## src/rtl/cbuh_pkg.sv

```systemverilog
// Shared constants, types and helpers for the complex byte unpack histogram block.
package cbuh_pkg;

  // Histogram geometry
  localparam int NUM_POLS   = 2;
  localparam int NUM_BINS   = 256;
  localparam int BIN_W      = $clog2(NUM_BINS);
  localparam int COUNT_BITS = 32;

  // Field widths
  localparam int SMP_W   = 8;
  localparam int SCALE_W = 16;
  localparam int PROD_W  = 24;
  localparam int BCNT_W  = 32;

  // Output queue
  localparam int FIFO_DEPTH = 4;
  localparam int FIFO_AW    = $clog2(FIFO_DEPTH);
  localparam int FIFO_CW    = $clog2(FIFO_DEPTH + 1);

  typedef logic [COUNT_BITS-1:0]     count_t;
  typedef logic signed [SMP_W-1:0]   smp_t;
  typedef logic signed [PROD_W-1:0]  prod_t;
  typedef logic [SCALE_W-1:0]        scale_t;
  typedef logic [BIN_W-1:0]          bin_t;
  typedef logic [BCNT_W-1:0]         bcnt_t;

  localparam count_t COUNT_MAX    = '1;
  localparam scale_t SCALE_RESET  = 16'd4096;
  localparam smp_t   SMP_MOST_NEG = 8'sh80;

  // Word kinds
  localparam logic FUNC_UNPACK = 1'b0;
  localparam logic FUNC_READ   = 1'b1;

  // Clear sweep control from top to lanes
  typedef struct packed {
    logic act;
    bin_t idx;
  } clr_t;

  // One lane's share of an accepted word
  typedef struct packed {
    logic vld;
    logic func;
    logic pol;
    bin_t bin_index;
    smp_t smp;
  } lane_req_t;

  // What a lane found, in the cycle after acceptance
  typedef struct packed {
    logic   vld;
    logic   func;
    prod_t  prod;
    count_t cnt;
  } lane_rsp_t;

  // Result word
  typedef struct packed {
    prod_t re;
    prod_t im;
    bcnt_t cnt;
  } out_word_t;

  // Low bits of a count, zero-extended when the count is narrow
  function automatic bcnt_t to_bin_count(input count_t c);
    logic [COUNT_BITS+BCNT_W-1:0] w;
    w = (COUNT_BITS + BCNT_W)'(c);
    return w[BCNT_W-1:0];
  endfunction

endpackage

```

## src/rtl/cbuh_if.sv

```systemverilog


interface cbuh_out_if;
  logic                valid;
  logic                ready;
  cbuh_pkg::prod_t     re_out;
  cbuh_pkg::prod_t     im_out;
  cbuh_pkg::bcnt_t     bin_count;

  modport source (output valid, re_out, im_out, bin_count, input ready);
  modport sink   (input valid, re_out, im_out, bin_count, output ready);
endinterface

```

## src/rtl/cbuh_merge.sv

```systemverilog
// Merge stage: sums the lanes' partial counts and queues result words.
module cbuh_merge (
  input  logic                clk,
  input  logic                rst_n,
  input  cbuh_pkg::lane_rsp_t rsp_re,
  input  cbuh_pkg::lane_rsp_t rsp_im,
  output logic                can_take,
  cbuh_out_if.source          out_ch
);

  logic [cbuh_pkg::COUNT_BITS:0] sum;
  cbuh_pkg::count_t              sat;

  logic                          s2_vld_r;
  cbuh_pkg::out_word_t           s2_word_r;

  cbuh_pkg::out_word_t           fifo_r [cbuh_pkg::FIFO_DEPTH];
  logic [cbuh_pkg::FIFO_AW-1:0]  wr_ptr_r;
  logic [cbuh_pkg::FIFO_AW-1:0]  rd_ptr_r;
  logic [cbuh_pkg::FIFO_CW-1:0]  cnt_r;
  logic [cbuh_pkg::FIFO_CW-1:0]  cnt_nxt;
  logic [cbuh_pkg::FIFO_CW-1:0]  occ;
  logic                          push;
  logic                          pop;

  // Each lane saw one of the two parts; the true count is the clamped sum
  always_comb begin
    sum = {1'b0, rsp_re.cnt} + {1'b0, rsp_im.cnt};
    sat = sum[cbuh_pkg::COUNT_BITS] ? cbuh_pkg::COUNT_MAX : sum[cbuh_pkg::COUNT_BITS-1:0];
  end

  always_ff @(posedge clk) begin
    if (!rst_n) begin
      s2_vld_r <= 1'b0;
    end else begin
      s2_vld_r <= rsp_re.vld;
    end
  end

  always_ff @(posedge clk) begin
    s2_word_r.re  <= rsp_re.prod;
    s2_word_r.im  <= rsp_im.prod;
    s2_word_r.cnt <= cbuh_pkg::to_bin_count(sat);
  end

  // Output queue
  assign push    = s2_vld_r;
  assign pop     = out_ch.valid && out_ch.ready;
  assign cnt_nxt = cnt_r + cbuh_pkg::FIFO_CW'(push) - cbuh_pkg::FIFO_CW'(pop);

  always_ff @(posedge clk) begin
    if (!rst_n) begin
      wr_ptr_r <= '0;
      rd_ptr_r <= '0;
      cnt_r    <= '0;
    end else begin
      if (push) begin
        wr_ptr_r <= wr_ptr_r + 1'b1;
      end
      if (pop) begin
        rd_ptr_r <= rd_ptr_r + 1'b1;
      end
      cnt_r <= cnt_nxt;
    end
  end

  always_ff @(posedge clk) begin
    if (push) begin
      fifo_r[wr_ptr_r] <= s2_word_r;
    end
  end

  // Credit: queued words plus those still in the pipe must leave room
  assign occ      = cnt_r + cbuh_pkg::FIFO_CW'(s2_vld_r) + cbuh_pkg::FIFO_CW'(rsp_re.vld);
  assign can_take = (occ < cbuh_pkg::FIFO_CW'(cbuh_pkg::FIFO_DEPTH));

  always_comb begin
    out_ch.valid     = (cnt_r != '0);
    out_ch.re_out    = fifo_r[rd_ptr_r].re;
    out_ch.im_out    = fifo_r[rd_ptr_r].im;
    out_ch.bin_count = fifo_r[rd_ptr_r].cnt;
  end

  a_cnt_bound: assert property (@(posedge clk) disable iff (!rst_n)
    cnt_r <= cbuh_pkg::FIFO_CW'(cbuh_pkg::FIFO_DEPTH))
    else $error("output queue count past depth");

  a_no_overflow: assert property (@(posedge clk) disable iff (!rst_n)
    push |-> (cnt_r < cbuh_pkg::FIFO_CW'(cbuh_pkg::FIFO_DEPTH)) || pop)
    else $error("push into full output queue");

  a_lanes_aligned: assert property (@(posedge clk) disable iff (!rst_n)
    rsp_re.vld == rsp_im.vld)
    else $error("lane responses out of step");

endmodule

```

## src/flat_wrapper.sv

```systemverilog
// flat-port wrapper written by rule: the top's interface ports become plain ports
module cbuh_merge_flat 
  (clk, rst_n, rsp_re, rsp_im, can_take, out_ch_valid, out_ch_re_out, out_ch_im_out, out_ch_bin_count, out_ch_ready);
  cbuh_out_if out_ch_i ();
  input  logic clk;
  input  logic rst_n;
  input  cbuh_pkg::lane_rsp_t rsp_re;
  input  cbuh_pkg::lane_rsp_t rsp_im;
  output logic can_take;
  output wire logic [$bits(out_ch_i.valid)-1:0] out_ch_valid;
  output wire logic [$bits(out_ch_i.re_out)-1:0] out_ch_re_out;
  output wire logic [$bits(out_ch_i.im_out)-1:0] out_ch_im_out;
  output wire logic [$bits(out_ch_i.bin_count)-1:0] out_ch_bin_count;
  input wire logic [$bits(out_ch_i.ready)-1:0] out_ch_ready;
  assign out_ch_valid = out_ch_i.valid;
  assign out_ch_re_out = out_ch_i.re_out;
  assign out_ch_im_out = out_ch_i.im_out;
  assign out_ch_bin_count = out_ch_i.bin_count;
  assign out_ch_i.ready = out_ch_ready;
  cbuh_merge u_core (.clk(clk), .rst_n(rst_n), .rsp_re(rsp_re), .rsp_im(rsp_im), .can_take(can_take), .out_ch(out_ch_i));
endmodule
```

## config.mk

```make
export PLATFORM = sky130hd
export DESIGN_NAME = cbuh_merge_flat
export DESIGN_NICKNAME = d
export VERILOG_FILES = /design/src/rtl/cbuh_pkg.sv /design/src/rtl/cbuh_if.sv /design/src/rtl/cbuh_merge.sv /design/src/flat_wrapper.sv
export SDC_FILE = /design/constraint.sdc
export NUM_CORES = 1
export LEC_CHECK = 0
export ABC_AREA = 0
export BUFFER_PORTS_ARGS = -buffer_cell sky130_fd_sc_hd__buf_2
export CAP_MARGIN = 10
export CELL_PAD_IN_SITES_DETAIL_PLACEMENT = 0
export CELL_PAD_IN_SITES_GLOBAL_PLACEMENT = 1
export CORE_AREA = 2 2 162 243
export DETAILED_ROUTE_END_ITERATION = 12
export DIE_AREA = 0 0 164 245
export GPL_TIMING_DRIVEN = 0
export HOLD_SLACK_MARGIN = 0.03
export PLACE_DENSITY = 0.72
export SYNTH_ARGS = -nofsm -noshare
export SYNTH_HDL_FRONTEND = slang
export SYNTH_SLANG_ARGS = --single-unit
```

## constraint.sdc

```tcl
create_clock -name clk -period 3.65 [get_ports clk]
set_clock_uncertainty 0.1 [all_clocks]
set_input_delay 0.5475 -clock clk [delete_from_list [all_inputs] [get_ports clk]]
set_output_delay 0.5475 -clock clk [all_outputs]
set_load 0.05 [all_outputs]
```

==> results of run 1 <==
-- sequential cells by signal, indices dropped and copies added (netlist names), named ones only --
name / flops
u_core.s2_word_r: 80
u_core.fifo_r: 320
u_core.rd_ptr_r: 2
u_core.push: 1
u_core.wr_ptr_r: 2
u_core.cnt_r: 3
-- synth_stat cells, types with 4 or more instances --
| library cell | n |
|---|---|
| edfxtp_1 | 320 |
| dfxtp_1 | 90 |
| mux4_2 | 80 |
| nand2_1 | 55 |
| ha_1 | 40 |
| a21oi_1 | 38 |
| o21ai_0 | 19 |
| xor2_1 | 18 |
| clkbuf_1 | 16 |
| and2_1 | 15 |
| xnor2_1 | 13 |
| inv_1 | 12 |
| nor2_1 | 11 |
| a21o_1 | 10 |
| buf_1 | 8 |
| nand3_1 | 7 |
| nor2b_1 | 7 |
| nand2b_1 | 6 |
| nand4_1 | 4 |
-- kinds of logic after synthesis --
logic type | share of synthesized area (%)
simple gates | 3.85
xor+xnor | 1.77
flops | 74.3
buf+inv | 1.03
fa+ha+maj | 3.39
mux | 11.8
compound gates | 3.88
-- per-stage QoR --
| step | cells | hold WS (ns) |
|---|---|---|
| finish | 1633 | 0.168 |
| global route | 1632 | 0.135 |
| CTS | 1632 | 0.140 |
| global placement | 1510 | 0.344 |
| floorplan | 818 | 0.338 |
| detailed placement | 1514 | 0.358 |
-- final timing paths --
check	start	endpoint	slack [ns]	cells after the start
max	flip-flop	out_ch_bin_count[5]	0.26	4
min	rsp_re[57]	u_core.push	0.17	2
min reg2reg	u_core.s2_word_r[33]	u_core.fifo_r[0][33]	0.37	0
max reg2reg	u_core.wr_ptr_r[0]	u_core.fifo_r[1][48]	1.65	3
-- cell type report --
| cell class | count | share of cell area, % |
|---|---|---|
| Clock inverter | 20 | 1.52 |
| Buffer | 28 | 0.843 |
| Sequential cell | 410 | 60.1 |
| Clock buffer | 50 | 5.80 |
| Multi-Input combinational cell | 368 | 20.0 |
| Tap cell | 495 | 3.26 |
| Antenna cell | 1 | 0.0132 |
| Timing Repair Buffer | 249 | 8.22 |
| Inverter | 12 | 0.237 |
-- report_power, final --
part	leakage, µW	switching (µW)	internal (µW)	total [µW]
clock	0.000674	1660	2640	4290
combinational	0.00249	2150	1100	3250
sequential	0.00365	133	5350	5480
total	0.00681	3940	9090	13000
-- metal layers --
| metal | wire length (µm) | part of all wire, % |
|---|---|---|
| met1 | 11000 | 37 |
| met2 | 16800 | 56 |
| met3 | 1460 | 4.9 |
| met4 | 641 | 2.1 |
| met5 | 28 | 0.093 |
-- what timing repair did --
| action | CTS | global route |
|---|---|---|
| hold buffers | 48 | 0 |
| endpoints found under the hold margin | 48 | 0 |
| gates resized for setup | 13 | 5 |
| endpoints found under the setup margin | 103 | 28 |
==> flow_metrics.tcl, run 1 <==
set metrics [dict create \
    areaGrowthSynthToFinish_pct 23.7 \
    cts-htree-levels 2 \
    root_buffer "clkbuf_16" \
    cts_setup_buffers 0 \
    fin_crit_sh_pct 92.9 \
    crit_required_ns 3.00 \
    avgRoutedWirePerCell_um 18.3 \
    grt_pass1_vias 8449 \
    dieArea_um2 40200 \
    leakagePower_uw 0.00681 \
    slew_violations 0 \
    yosysTopAreaCell "edfxtp_1" \
    max-cap-violations 0 \
    drt_iter0_drc 402 \
    die_x_um 164 \
    dr_total_vias 8016 \
    relSlewSlack_pct 43.2 \
    hold_path_class "primary input to flip-flop" \
    drt_pass1_iterations 4 \
    utilization_pct 49.7 \
    multi_input_area_um2 3810 \
    cts_made_buffers 38 \
    worstPathArrival_ns 2.74 \
    setup_viol 0 \
    wirelength_um 30000 \
    path_clk_slew_ns 0.07 \
    yosysSeqAreaShare_pct 74.3 \
    hold_viol 0 \
    worst-setup-path-type "flip-flop to primary output" \
    syn_avg_cell_area_um2 18.8 \
    path_delay_family "buffers and inverters" \
    die_h_um 245 \
    synth.area.top_cells "edfxtp_1, dfxtp_1, mux4_2, ha_1, nand2_1" \
    slowest_delay_ns 0.60 \
    fin_nets 1267 \
    layout_commonest_cell "edfxtp_1" \
    async_reset_ff_share_pct 0 \
    cts.sinks 410 \
    finalSetupTns_ns 0 \
    synth_fp_nets 978 \
    total_power_uw 13000 \
    run_status "complete, no violations" \
    initial_core_util_pct 40.2 \
    ys_types 48 \
    antenna_found_initial 4 \
    min_period_ns 3.39 \
    io_pins 201 \
    grt_max_degree 52 \
    drive_above_1_share_pct 32.5 \
    grtUsageMet2_pct 29.5 \
    use_met3_pct 3.43 \
    regArea_um2 11400 \
    placed_cell_area_um2 17100 \
    dp_slack_ns -0.776 \
    yosysTopAreaCellShare_pct 62.6 \
    tightest_slew_ns 0.852 \
    cp.buffers_inverters 3 \
    grt.busiest_layer "met2" \
    gr-total-overflow 0 \
    ys.flop_type "edfxtp_1" \
    critPathLaunchType "flip-flop" \
    grt_pass1_wl_um 45600 \
    synth.cell_area_um2 15400 \
    yosys_warnings 0 \
    use_met1_pct 15.4 \
    cp-end-kind "primary output" \
    power_density_nw_per_um2 685 \
    drc_errors 0 \
    grt_usage_pct 15.0 \
    clk_latency_ns 0.52 \
    fmaxAchievable_mhz 295 \
    grt_setup_unrepaired "false" \
    port_buffers 197 \
    place_congestion 0.786 \
    crit_path_top_delay_cell "mux4_2" \
    yosys_register_bits 410 \
    viasPerCell 4.91 \
    cp_max_fo 10 \
    final_cell_mix "edfxtp_1, buf_2, dfxtp_1" \
    vdd_ir_drop_max_uv 500 \
    core_area_um2 38200 \
    dp_hpwl_um 20000 \
    num_rows 88 \
    fin_area_um2 19000 \
    clockBufferDepth 3 \
    synth_edf_count 320 \
    path_cells "clkbuf_1 -> clkdlybuf4s15_2 -> mux4_2 -> buf_2" \
    fill_cells 3163 \
    syn_inst 818 \
    cts_tree "yes" \
    ant_nets 0 \
    setup_slack_ns 0.259 \
]
(Power assumes the default switching activity.)
==> run 2, diff against run 1 <==
- RECOVER_POWER: unset -> 100
==> run 2 against run 1 <==
Net effect:
- flip-flop and latch count unchanged
- first-iteration DRC count down 3.0%
- the flow now finishes with violations (max-capacitance violations, max-slew violations)
- non-clock buffer count unchanged
- largest power group unchanged
- global-route usage unchanged
==> flow_metrics.tcl, run 2 (synthesis gave the netlist of run 1 again) <==
set metrics [dict create \
    worstPathArrival_ns 2.77 \
    crit_required_ns 3.00 \
    fin_crit_sh_pct 93.7 \
    placed_cell_area_um2 17100 \
    clockBufferDepth 3 \
    initial_core_util_pct 40.2 \
    die_h_um 245 \
    io_pins 201 \
    cts.sinks 410 \
    drc_errors 0 \
    path_clk_slew_ns 0.06 \
    layout_commonest_cell "edfxtp_1" \
    vdd_ir_drop_max_uv 500 \
    cp-end-kind "primary output" \
    leakagePower_uw 0.00679 \
    cts_made_buffers 38 \
    power_density_nw_per_um2 686 \
    drive_above_1_share_pct 31.8 \
    internal_power_uw 9060 \
    fin_area_um2 18900 \
    failed_checks "max-capacitance violations, max-slew violations" \
    avgRoutedWirePerCell_um 18.3 \
    port_buffers 197 \
    fill_cells 3171 \
    run_status "finished with violations" \
    reg_top3 "u_core.fifo_r (320), u_core.s2_word_r (80), u_core.cnt_r (3)" \
    place_congestion 0.786 \
    wirelength_um 29900 \
    grt_pass1_wl_um 45600 \
    gr-total-overflow 0 \
    utilization_pct 49.6 \
    num_rows 88 \
    clkPwrFrac_pct 33.0 \
    tightest_slew_ns 2.66 \
    grt_usage_pct 15.0 \
    final_cell_mix "edfxtp_1, buf_2, dfxtp_1" \
    root_buffer "clkbuf_16" \
    viasPerCell 4.91 \
    drt_pass1_iterations 4 \
    combPwrFrac_pct 24.9 \
    min_path_cells 2 \
    largest_register_ff_count 320 \
    critPathLaunchType "flip-flop" \
    drt_iter0_drc 390 \
    die_x_um 164 \
    pwr-share-seq_pct 42.1 \
    holdWs_ns 0.166 \
    hold_path_class "primary input to flip-flop" \
    dieArea_um2 40200 \
    cts-htree-levels 2 \
    setup_viol 0 \
    fmaxAchievable_mhz 293 \
    dp_slack_ns -0.776 \
    top_register "u_core.fifo_r" \
    setup_slack_ns 0.231 \
    r2r_cells 3 \
    hold_viol 0 \
    areaGrowthSynthToFinish_pct 23.4 \
    grt_pass1_vias 8449 \
    swShare_pct 30.3 \
    core_area_um2 38200 \
    antenna_found_initial 4 \
    relSlewSlack_pct -77.4 \
    total_power_uw 13000 \
    clk_latency_ns 0.52 \
    p_sw_uw 3940 \
    grt_setup_unrepaired "false" \
    cp_max_fo 10 \
    slew_violations 64 \
    dr_total_vias 8026 \
    grt_max_degree 52 \
    max-cap-violations 2 \
    dp_hpwl_um 20000 \
    worst-setup-path-type "flip-flop to primary output" \
    fin_nets 1267 \
    cts_tree "yes" \
    min_period_ns 3.42 \
    ant_nets 0 \
]
==> run 2: cell type report <==
cell class	instances	area [µm²]	area share, %
Buffer	28	160	0.845
Timing Repair Buffer	249	1530	8.05
Sequential cell	410	11400	60.2
Clock inverter	20	289	1.53
Inverter	12	45.0	0.238
Multi-Input combinational cell	368	3790	20.0
Antenna cell	1	2.50	0.0132
Tap cell	495	619	3.27
Clock buffer	50	1100	5.81
==> run 2: critical path: stages (launching register included) <==
cell and delay, ns:
dfxtp_1 0.31, clkbuf_1 0.52, clkdlybuf4s15_2 0.56, mux4_2 0.60
clkbuf_2 0.26
==> run 2: stage by stage <==
step | std cells | setup TNS, ns
finish | 1633 | 0
global route | 1632 | 0
CTS | 1632 | -0.967
detailed placement | 1514 | -19.34
global placement | 1510 | -322.48
floorplan | 818 | 0
==> run 2: worst paths after layout <==
path,startpoint,end,slack (ns)
max,flip-flop,out_ch_bin_count[5],0.23
min,rsp_re[57],u_core.push,0.17
max reg2reg,u_core.wr_ptr_r[0],u_core.fifo_r[3][25],0.35
min reg2reg,u_core.s2_word_r[59],u_core.fifo_r[0][59],0.37
==> run 2: power groups by stage <==
stage	Combinational, µW	Clock, µW	Sequential [µW]
6_report	3230	4290	5480
5_1_grt	3460	4580	5510
4_1_cts	3330	4410	5480
3_5_place_dp	3250	0	5580
3_3_place_gp	3240	0	5570
2_1_floorplan	2500	0	5540
==> run 2: per-layer routing <==
layer	GRT usage, %	routed length, µm	vias to the layer above
li1	-	-	3814
met1	15.4	11000	4012
met2	29.5	16900	146
met3	3.43	1430	48
met4	4.54	627	6
met5	0	28	-
==> run 2: what timing repair did <==
action	4_1_cts	5_1_grt
gates resized for setup	13	5
setup buffers	0	0
endpoints found under the setup margin	103	28
hold buffers	48	0
gates cloned	0	0
hold endpoints to repair	48	0
==> run 3, diff against run 2 <==
- CELL_PAD_IN_SITES_DETAIL_PLACEMENT: 0 -> 1
- CORE_AREA: 2 2 162 243 -> 2 2 148 222
- DIE_AREA: 0 0 164 245 -> 0 0 150 224
- PLACE_DENSITY: 0.72 -> 0.83
==> run 3 against run 2 <==
Net effect:
- the run still ends with max-capacitance violations, max-slew violations left
- maximum frequency down 0.35%
- die area fell by 16%
- critical path depth unchanged
- flip-flop and latch count did not move
- routed wire length is 11% higher
- global-route usage rose by 5.0 points
- design area shrank 1.4%
- power is 2.9% lower
- final cell count decreased by 5.3%
- clock-buffer cell count grew 9
- critical path type unchanged
- critical endpoint unchanged
- highest routed layer unchanged
==> flow_metrics.tcl, run 3 (synthesis gave the netlist of run 1 again) <==
set metrics [dict create \
    fin_crit_sh_pct 94.0 \
    crit_required_ns 3.00 \
    path_cells "clkbuf_1 -> clkdlybuf4s15_2 -> mux4_2 -> clkbuf_2" \
    cp-end-kind "primary output" \
    reg_top3 "u_core.fifo_r (320), u_core.s2_word_r (80), u_core.cnt_r (3)" \
    dp_slack_ns -0.568 \
    fin_nets 1267 \
    final_cell_mix "edfxtp_1, buf_2, dfxtp_1" \
    instances_no_fill 1547 \
    drc_errors 0 \
    worstPathArrival_ns 2.78 \
    die_x_um 150 \
    failed_checks "max-capacitance violations, max-slew violations" \
    hold_viol 0 \
    critPathLaunchType "flip-flop" \
    drive_above_1_share_pct 29.9 \
    wirelength_um 33200 \
    gr-total-overflow 0 \
    slowest_delay_ns 0.61 \
    layout_commonest_cell "edfxtp_1" \
    utilization_pct 59.1 \
    grt_pass1_wl_um 50500 \
    grt_usage_pct 20.0 \
    setup_slack_ns 0.219 \
    dr_total_vias 8270 \
    slew_violations 135 \
    max-cap-violations 4 \
    cp_max_fo 10 \
    root_buffer "clkbuf_16" \
    total_power_uw 12600 \
    hold_path_class "primary input to flip-flop" \
    grt_pass1_vias 9086 \
    io_pins 201 \
    cts_made_buffers 38 \
    initial_core_util_pct 48.6 \
    relSlewSlack_pct -53.0 \
    leakagePower_uw 0.00671 \
    clockBufferDepth 3 \
    drt_iter0_drc 356 \
    dieArea_um2 33600 \
    pwr-share-seq_pct 43.5 \
    internal_power_uw 8670 \
    areaGrowthSynthToFinish_pct 21.6 \
    clkPwrFrac_pct 30.5 \
    core_area_um2 31600 \
    die_h_um 224 \
    combPwrFrac_pct 25.9 \
    viasPerCell 5.35 \
    top_register "u_core.fifo_r" \
    port_buffers 197 \
    power_density_nw_per_um2 676 \
    fill_cells 2973 \
    num_rows 80 \
    vdd_ir_drop_max_uv 302 \
    dp_hpwl_um 21700 \
    antenna_found_initial 2 \
    largest_register_ff_count 320 \
    drt_pass1_iterations 4 \
    place_congestion 0.792 \
    dpl.cell_count 1429 \
    setup_viol 0 \
    cts-htree-levels 2 \
    swShare_pct 31.4 \
    min_period_ns 3.43 \
    worst-setup-path-type "flip-flop to primary output" \
    fmaxAchievable_mhz 291 \
    crit_path_top_delay_cell "mux4_2" \
    avgRoutedWirePerCell_um 21.4 \
    path_clk_slew_ns 0.06 \
    cp.buffers_inverters 3 \
    cts_tree "yes" \
    grt_setup_unrepaired "false" \
    run_status "finished with violations" \
    path_delay_family "buffers and inverters" \
    cts.sinks 410 \
    tightest_slew_ns 2.29 \
    clk_latency_ns 0.53 \
    ant_nets 0 \
    p_sw_uw 3960 \
    grt_max_degree 55 \
]
==> run 3: cell count changes in the layout (fill, tap and decap cells not counted), sizes merged <==
cell           change
buf                -2
bufinv             -5
clkbuf            +15
clkdlybuf4s15      -4
clkinvlp           -4
inv                -1
==> run 3: cell type report <==
cell class                 instances  area (µm²)  share of cell area, %
multi-input combinational        368        3800                   20.3
timing repair buffer             249        1570                   8.38
inverter                          12        45.0                  0.241
clock inverter                    10        98.8                  0.529
antenna                            1        2.50                 0.0134
tap                              410         513                   2.75
clock buffer                      59        1110                   5.96
buffer                            28         135                  0.723
sequential                       410       11400                   61.1
==> run 3: repair_timing <==
action                     4_1_cts  5_1_grt
resized for setup                5       12
hold endpoints to repair        48        0
hold buffers                    48        0
cloned                           0        0
setup endpoints to repair       78       60
buffers inserted                 0        0
==> run 3: worst register-to-register path, stage by stage, from the launching register on <==
cell and delay, ns:
dfxtp_1 0.40, ha_1 0.16, and2_0 1.67, buf_16 0.36
==> run 3: metrics by stage <==
step / instance area (µm²) / hold slack [ns] / setup TNS (ns)
5_1_grt: 18700 / 0.145 / 0
3_3_place_gp: 16900 / 0.345 / -265.62
4_1_cts: 18700 / 0.134 / -1.41
3_5_place_dp: 17000 / 0.360 / -13.78
6_report: 18700 / 0.148 / 0
2_1_floorplan: 15400 / 0.338 / 0
==> run 3: path summary, 6_finish.rpt <==
check / startpoint / endpoint / slack [ns] / depth (start not counted)
max: flip-flop / out_ch_bin_count[5] / 0.22 / 4
min: rsp_re[57] / u_core.push / 0.15 / 2
max reg2reg: u_core.wr_ptr_r[0] / u_core.fifo_r[3][23] / 0.57 / 3
min reg2reg: u_core.s2_word_r[28] / u_core.fifo_r[2][28] / 0.37 / 0
==> run 3: power groups by stage <==
stage,clock network (µW),registers [µW],logic (µW)
after global placement,0,5560,3210
after floorplan,0,5540,2500
after CTS,3930,5490,3340
after detailed placement,0,5590,3260
final,3850,5500,3280
after global routing,4070,5520,3480
==> run 3: metal layers <==
layer | vias up | wire, µm | share of wire (%) | GRT usage, %
met5 | - | 11 | 0.033 | 0
met4 | 2 | 1230 | 3.7 | 8.67
met3 | 73 | 1330 | 4.0 | 3.54
met2 | 205 | 18500 | 56 | 37.5
met1 | 4189 | 12100 | 37 | 21.6
li1 | 3801 | - | - | -
